$ cat config.mk
export PLATFORM = sky130hd
export DESIGN_NAME = pat_div
export DESIGN_NICKNAME = d
export VERILOG_FILES = /design/src/hdl/paged_address_split_translator_defines.svh /design/src/hdl/pat_pkg.sv /design/src/hdl/pat_div.sv
export SDC_FILE = /design/constraint.sdc
export NUM_CORES = 1
export LEC_CHECK = 0
export BUFFER_PORTS_ARGS = -buffer_cell sky130_fd_sc_hd__buf_2
export CELL_PAD_IN_SITES_DETAIL_PLACEMENT = 0
export CELL_PAD_IN_SITES_GLOBAL_PLACEMENT = 2
export CORE_ASPECT_RATIO = 1.1
export CORE_UTILIZATION = 35
export CTS_BUF_LIST = sky130_fd_sc_hd__clkbuf_2
export CTS_CLUSTER_DIAMETER = 60
export DETAILED_ROUTE_END_ITERATION = 12
export HOLD_SLACK_MARGIN = 0.02
export PLACE_DENSITY_LB_ADDON = 0.1
export SYNTH_ARGS = -nofsm -noshare
export SYNTH_HDL_FRONTEND = slang
export SYNTH_SLANG_ARGS = --single-unit
export TNS_END_PERCENT = 10
$ cat constraint.sdc
create_clock -name clk_i -period 3.4 [get_ports clk_i]
set_input_delay 0.68 -clock clk_i [delete_from_list [all_inputs] [get_ports clk_i]]
set_output_delay 0.68 -clock clk_i [all_outputs]
set_load 0.01 [all_outputs]
$ cat src/hdl/paged_address_split_translator_defines.svh
// Assertion macros for the paged address split translator.
// Included by files that carry concurrent assertions; depends on nothing.
`ifndef PAGED_ADDRESS_SPLIT_TRANSLATOR_DEFINES_SVH
`define PAGED_ADDRESS_SPLIT_TRANSLATOR_DEFINES_SVH
`ifndef SYNTHESIS
// Assertion with an explicit clock and active-low reset.
`define PAT_ASSERT_CR(lbl, clk, rstn, prop) \
  lbl: assert property (@(posedge clk) disable iff (!rstn) prop) \
    else $error("paged translator assertion failed");
// Assertion on the block clock and reset.
`define PAT_ASSERT(lbl, prop) `PAT_ASSERT_CR(lbl, clk_i, rst_ni, prop)
`else
`define PAT_ASSERT_CR(lbl, clk, rstn, prop)
`define PAT_ASSERT(lbl, prop)
`endif
`endif

$ cat src/hdl/pat_pkg.sv
// Shared types and constants of the paged address split translator.
// Used by pat_div and the top level; depends on nothing.
package pat_pkg;

  localparam int unsigned ADDR_W    = 32;
  localparam int unsigned PSIZE_W   = 17;
  localparam int unsigned LEN_W     = 12;
  localparam int unsigned FRAME_W   = 16;
  localparam int unsigned PAGE_W    = 26;
  localparam int unsigned DIV_STEPS = 32;
  localparam int unsigned DIV_CNT_W = 5;

  localparam logic [PSIZE_W-1:0] MIN_PAGE = 17'd64;

  localparam logic MODE_WRITE  = 1'b0;
  localparam logic MODE_XLATE  = 1'b1;

  localparam logic [1:0] STATUS_OK      = 2'd0;
  localparam logic [1:0] STATUS_ABSENT  = 2'd1;
  localparam logic [1:0] STATUS_MISSING = 2'd2;

  typedef struct packed {
    logic                mode;
    logic [ADDR_W-1:0]   logical_addr;
    logic [LEN_W-1:0]    access_length;
    logic [7:0]          entry_index;
    logic [FRAME_W-1:0]  entry_frame;
    logic                entry_present;
    logic                entry_valid;
  } in_beat_t;

  typedef struct packed {
    logic [ADDR_W-1:0] phys_addr;
    logic [LEN_W-1:0]  chunk_length;
    logic [1:0]        status;
    logic              last;
  } out_beat_t;

  typedef struct packed {
    logic               start;
    logic [ADDR_W-1:0]  dividend;
    logic [PSIZE_W-1:0] divisor;
  } div_req_t;

  typedef struct packed {
    logic               done;
    logic [ADDR_W-1:0]  quotient;
    logic [PSIZE_W-1:0] remainder;
  } div_rsp_t;

  typedef enum logic [1:0] {
    ST_IDLE,
    ST_DIV,
    ST_LOOK,
    ST_MUL
  } state_e;

endpackage

$ cat src/hdl/pat_div.sv
// Radix-2 restoring divider, one quotient bit per cycle.
// Depends on pat_pkg for the request and response structs.
module pat_div (
  input  logic              clk_i,
  input  logic              rst_ni,
  input  pat_pkg::div_req_t req_i,
  output pat_pkg::div_rsp_t rsp_o
);

  logic                            busy_q, busy_d;
  logic                            done_q, done_d;
  logic [pat_pkg::DIV_CNT_W-1:0]   cnt_q, cnt_d;
  logic [pat_pkg::ADDR_W-1:0]      quo_q, quo_d;
  logic [pat_pkg::PSIZE_W-1:0]     rem_q, rem_d;
  logic [pat_pkg::PSIZE_W-1:0]     dvs_q, dvs_d;
  logic [pat_pkg::PSIZE_W+1:0]     trial;

  // Shift the next dividend bit into the partial remainder and try a subtract.
  assign trial = {1'b0, rem_q, quo_q[pat_pkg::ADDR_W-1]} - {2'b00, dvs_q};

  always_comb begin
    busy_d = busy_q;
    cnt_d  = cnt_q;
    quo_d  = quo_q;
    rem_d  = rem_q;
    dvs_d  = dvs_q;
    done_d = 1'b0;
    if (req_i.start) begin
      busy_d = 1'b1;
      cnt_d  = '0;
      quo_d  = req_i.dividend;
      rem_d  = '0;
      dvs_d  = req_i.divisor;
    end else if (busy_q) begin
      if (trial[pat_pkg::PSIZE_W+1]) begin
        rem_d = {rem_q[pat_pkg::PSIZE_W-2:0], quo_q[pat_pkg::ADDR_W-1]};
        quo_d = {quo_q[pat_pkg::ADDR_W-2:0], 1'b0};
      end else begin
        rem_d = trial[pat_pkg::PSIZE_W-1:0];
        quo_d = {quo_q[pat_pkg::ADDR_W-2:0], 1'b1};
      end
      cnt_d = cnt_q + 1'b1;
      if (cnt_q == pat_pkg::DIV_CNT_W'(pat_pkg::DIV_STEPS - 1)) begin
        busy_d = 1'b0;
        done_d = 1'b1;
      end
    end
  end

  always_ff @(posedge clk_i or negedge rst_ni) begin
    if (!rst_ni) begin
      busy_q <= 1'b0;
      done_q <= 1'b0;
      cnt_q  <= '0;
    end else begin
      busy_q <= busy_d;
      done_q <= done_d;
      cnt_q  <= cnt_d;
    end
  end

  always_ff @(posedge clk_i) begin
    quo_q <= quo_d;
    rem_q <= rem_d;
    dvs_q <= dvs_d;
  end

  assign rsp_o.done      = done_q;
  assign rsp_o.quotient  = quo_q;
  assign rsp_o.remainder = rem_q;

endmodule

### After elaboration in Yosys (flattened, before gate mapping)

Index checks and enable logic that the tools add are counted.

* bits in registers: 73
* input bits: 52
* output and inout bits: 50
* logic and storage cells: 22

* add/sub/neg operators: 2
* equal/unequal tests: 1
* mux-type cells: 12
* reductions and logical operators: 1

Operator list (number)
* $mux W32: 2
* $sub A18 B17 Y19: 1
* $mux W17: 1
* $mux W5: 2
* $mux W1: 7
* $add A5 B1 Y5 const B: 1
* $eq A5 B5 Y1 const B: 1
* $reduce_bool A2 Y1: 1

### Logic depth before layout (Yosys ltp)

* depth in word-level cells: 4
* gate-level depth with buffers: 11
* mapped depth without buffers: 10

### Worst setup path before layout

OpenSTA, ideal clock, no wires.

* path type: flip-flop to flip-flop
* start: reg quo_q[31] (netlist bit)
* end: reg rem_q[7] (netlist bit)
* library setup time: 0.120 ns
* data arrival time: 2.337 ns
* data required time: 3.280 ns
* setup slack: 0.943 ns
* stages on the path, launching flop included: 12
* path buffers: 1
* period minus slack after synthesis: 2.457 ns
* cell sequence: edfxtp_1 > inv_1 > ha_1 > inv_1 > fa_1 > a21o_1 > a22oi_1 > o32ai_4 > nor2_8 > buf_6 > mux2i_1 > o21ai_1

* cells in the longest elaborated chain, start to end: 2

RTL lines
* start, declared: line pat_div.sv:13 `logic [pat_pkg::ADDR_W-1:0] quo_q, quo_d;`
* start signal, assigned: line pat_div.sv:63 `quo_q <= quo_d;`
* $sub A18 B17 Y19: line pat_div.sv:19 `assign trial = {1'b0, rem_q, quo_q[pat_pkg::ADDR_W-1]} - {2'b00, dvs_q};`
* $mux W17: line pat_div.sv:35 `if (trial[pat_pkg::PSIZE_W+1]) begin`
* end signal, assigned: line pat_div.sv:64 `rem_q <= rem_d;`
* end, declared: line pat_div.sv:14 `logic [pat_pkg::PSIZE_W-1:0] rem_q, rem_d;`

Every way passes these cells.
A chain may end at the register's enable or synchronous reset.

### Worst setup path in the final report

* start: reg quo_q[31] (netlist bit)
* end: reg rem_q[11] (netlist bit)

Same word-level chain as after synthesis.

==> flow_metrics.tcl <==
set metrics [dict create \
    synthToLayoutAreaGrowth_pct 20.32 \
    synth_flop_cell "edfxtp_1" \
    post_cts_buffers 0 \
    yosysUniqueCellTypes 50 \
    die_w_um 101.3 \
    max-clock-path-buffers 2 \
    die_area_um2 11260 \
    drive_above_1_share_pct 36.75 \
    setup_violations 0 \
    first_global_vias 2860 \
    critical_path_required_ns 3.84 \
    rr_worst_depth 9 \
    ys_seq_elements 73 \
    max_slew_margin_pct 32.34 \
    r2r_slack_ns 0.77 \
    start_util_pct 36.33 \
    fp.dieH_um 111.2 \
    clkSinkCount 73 \
    vias_per_cell 4.918 \
    num_io_pins 102 \
    clock_latency_ns 0.54 \
    crit_path_max_fanout 7 \
    cts_made_buffers 9 \
    hold_class "input port to flip-flop" \
    crit_chain "inv_1 -> ha_1 -> inv_1 -> fa_1 -> a21o_1 -> a22oi_1 -> o32ai_4 -> o21ai_1 -> o21ai_1" \
    synthTopCellsByCount "49 x edfxtp_1, 31 x mux2_2, 23 x inv_1" \
    ir_worst_vdd_mv 0.2028 \
    period_minus_slack_ns 2.628 \
    max_clock_freq_ghz 0.3805 \
    final_nets 486 \
    remaining_drc_errors 0 \
    syn_inst 314 \
    gr-total-overflow 0 \
    routed-via-count 2764 \
    drv_cap 0 \
    hold_start "req_i[15]" \
    htree_levels 3 \
    path_clk_slew_ns 0.21 \
    ant_nets 0 \
    dp.final_hpwl_um 6201 \
    holdPathStages 1 \
    crit_type "flip-flop to flip-flop" \
    p_per_area_nw_per_um2 415.3 \
    numPortBuffers 101 \
    place_congestion 0.7582 \
    wire_per_inst_um 15.43 \
    yosysTopAreaCell "edfxtp_1" \
    cts_root_buffer "clkbuf_2" \
    post-place-ws_ns 0.7633 \
    totalWireLength_um 8674 \
    status "completed" \
    syn-cell-area_um2 3794 \
    rows 39 \
    grt_pass1_wl_um 14140 \
    final_hold_viol_count 0 \
    cts_tree "done" \
    rsz0062_at_grt "no" \
    rr_endpoint "rem_q[11]" \
    finClkSkew_ns 0.01844 \
    start_kind "flip-flop" \
    arrival_ns 3.07 \
    coreArea_um2 10440 \
    grt_max_degree 64 \
    max_stage_delay_ns 0.54 \
    cp-end-kind "flip-flop" \
    diodes 0 \
    finalSetupTns_ns 0 \
    grt_antenna_before_repair 0 \
    path_buf_inv 2 \
    synth-seq-area-share_pct 52.37 \
    synth.area.top_cells "edfxtp_1 39%, mux2_2 9.2%, dfxtp_1 9.0%" \
    synth-edff-count 49 \
    track_usage_pct 16.47 \
    path_delay_family "compound AO/OA/AOI/OAI gates" \
    drv_slew 0 \
    leakage_nw 2.137 \
    drtIter0Drc 98 \
    yosys_warnings 0 \
    min_to "dvs_q[15]" \
    slowest_stage "o21ai_1" \
    fin_crit_sh_pct 77.30 \
    tightest_slew_ns 1.011 \
    rr_startpoint "quo_q[31]" \
    ys_async_sr_fraction_pct 9.589 \
    dr.pass1.iters 4 \
    synth_nets 386 \
    fin_ws_ns 0.7719 \
    syn_avg_cell_area_um2 12.08 \
    yosys.area.top_type_share_pct 38.79 \
    synth.most_common_cell "edfxtp_1" \
]
-- flip-flops by register name, indices dropped and copies added (netlist names) --
| signal | count |
|---|---|
| rem_q | 17 |
| busy_q | 1 |
| done_q | 1 |
| dvs_q | 17 |
| cnt_q | 5 |
| quo_q | 32 |
-- where the power goes --
part / leakage (nW) / switching (W) / internal [W]
clock network: 0.0784 / 0.000322 / 0.000236
logic: 1.32 / 0.000149 / 0.000139
registers: 0.734 / 0.0000307 / 0.00102
total: 2.14 / 0.000502 / 0.00139
-- cell usage in the layout (no fill, tap or decap), types with 3 or more instances in the layout --
master    Yosys  final
buf_2         3    101
edfxtp_1     49     49
mux2_2       31     31
inv_1        23     23
nor2_1       19     19
ha_1         19     19
dfxtp_1      17     17
nand2_1      12     12
a21oi_1      12     12
o21ai_1      11     11
mux2i_1      11     11
a21o_1        9      9
clkbuf_2      1      9
xor2_1        8      8
a32oi_1       8      8
xnor2_1       8      8
dfrtp_1       7      7
a211oi_1      6      6
o21ai_0       6      6
and3_1        4      4
nand2b_1      4      4
a31oi_1       4      4
nand4_1       3      3
clkinv_1      0      3
buf_4         1      3
-- worst register-to-register path: stages (launching register included) --
cell      delay (ns)
edfxtp_1        0.42
inv_1           0.08
ha_1            0.15
inv_1           0.05
fa_1            0.40
a21o_1          0.21
a22oi_1         0.33
o32ai_4         0.21
o21ai_1         0.54
o21ai_1         0.16
-- worst max path at each step --
stage / start / to / slack [ns] / cells past startpoint
2_1_floorplan: quo_q[31] / rem_q[7] / 0.94 / 11
3_3_place_gp: quo_q[31] / rem_q[1] / 0.82 / 10
3_5_place_dp: quo_q[31] / rem_q[1] / 0.76 / 10
4_1_cts: quo_q[31] / rem_q[1] / 0.72 / 10
5_1_grt: quo_q[31] / rem_q[1] / 0.57 / 10
6_report: quo_q[31] / rem_q[11] / 0.77 / 9
-- timing repair --
| action | in CTS | in global routing |
|---|---|---|
| hold endpoints to repair | 7 | 0 |
| hold buffers | 1 | 0 |
| resized for setup | 0 | 0 |
-- area by class of cell --
class | count | area (um^2)
Clock buffer | 9 | 45.04
Clock inverter | 7 | 85.08
Fill cell | 1046 | 5878
Inverter | 23 | 86.33
Multi-Input combinational cell | 202 | 1644
Sequential cell | 73 | 1987
Tap cell | 143 | 178.9
Timing Repair Buffer | 105 | 538.0
-- logic make-up (layout without fill, tap and decap cells) --
kind of cell / Yosys count / after routing / share of synthesized area [%]
AOI/OAI and AO/OA: 72 / 72 / 13.46
buffers and inverters: 39 / 144 / 4.287
xor gates and xnor gates: 16 / 16 / 3.694
muxes: 42 / 42 / 12.10
DFF: 73 / 73 / 52.37
and+or+nand+nor: 52 / 52 / 7.289
adders and majority gates: 20 / 20 / 6.794
-- layer usage --
metal | vias to the layer above | GRT usage (%) | share of wire (%)
met5 | - | 0 | 0
met4 | 0 | 7.536 | 2.0
met3 | 12 | 4.792 | 7.0
met2 | 79 | 25.53 | 45
met1 | 1305 | 21.00 | 46
li1 | 1368 | - | -
-- through the flow --
stage | hold slack, ns | utilization [%] | power [W] | cells | instance area [um^2]
finish | 0.2956 | 43.71 | 0.001895 | 562 | 4564
global route | 0.2468 | 43.71 | 0.001983 | 562 | 4564
CTS | 0.2510 | 43.71 | 0.001921 | 562 | 4564
detailed placement | 0.4864 | 42.37 | 0.001359 | 545 | 4424
global placement | 0.4885 | 42.37 | 0.001358 | 545 | 4424
floorplan | 0.3844 | - | 0.001242 | 314 | 3794
(Power assumes the default switching activity.)
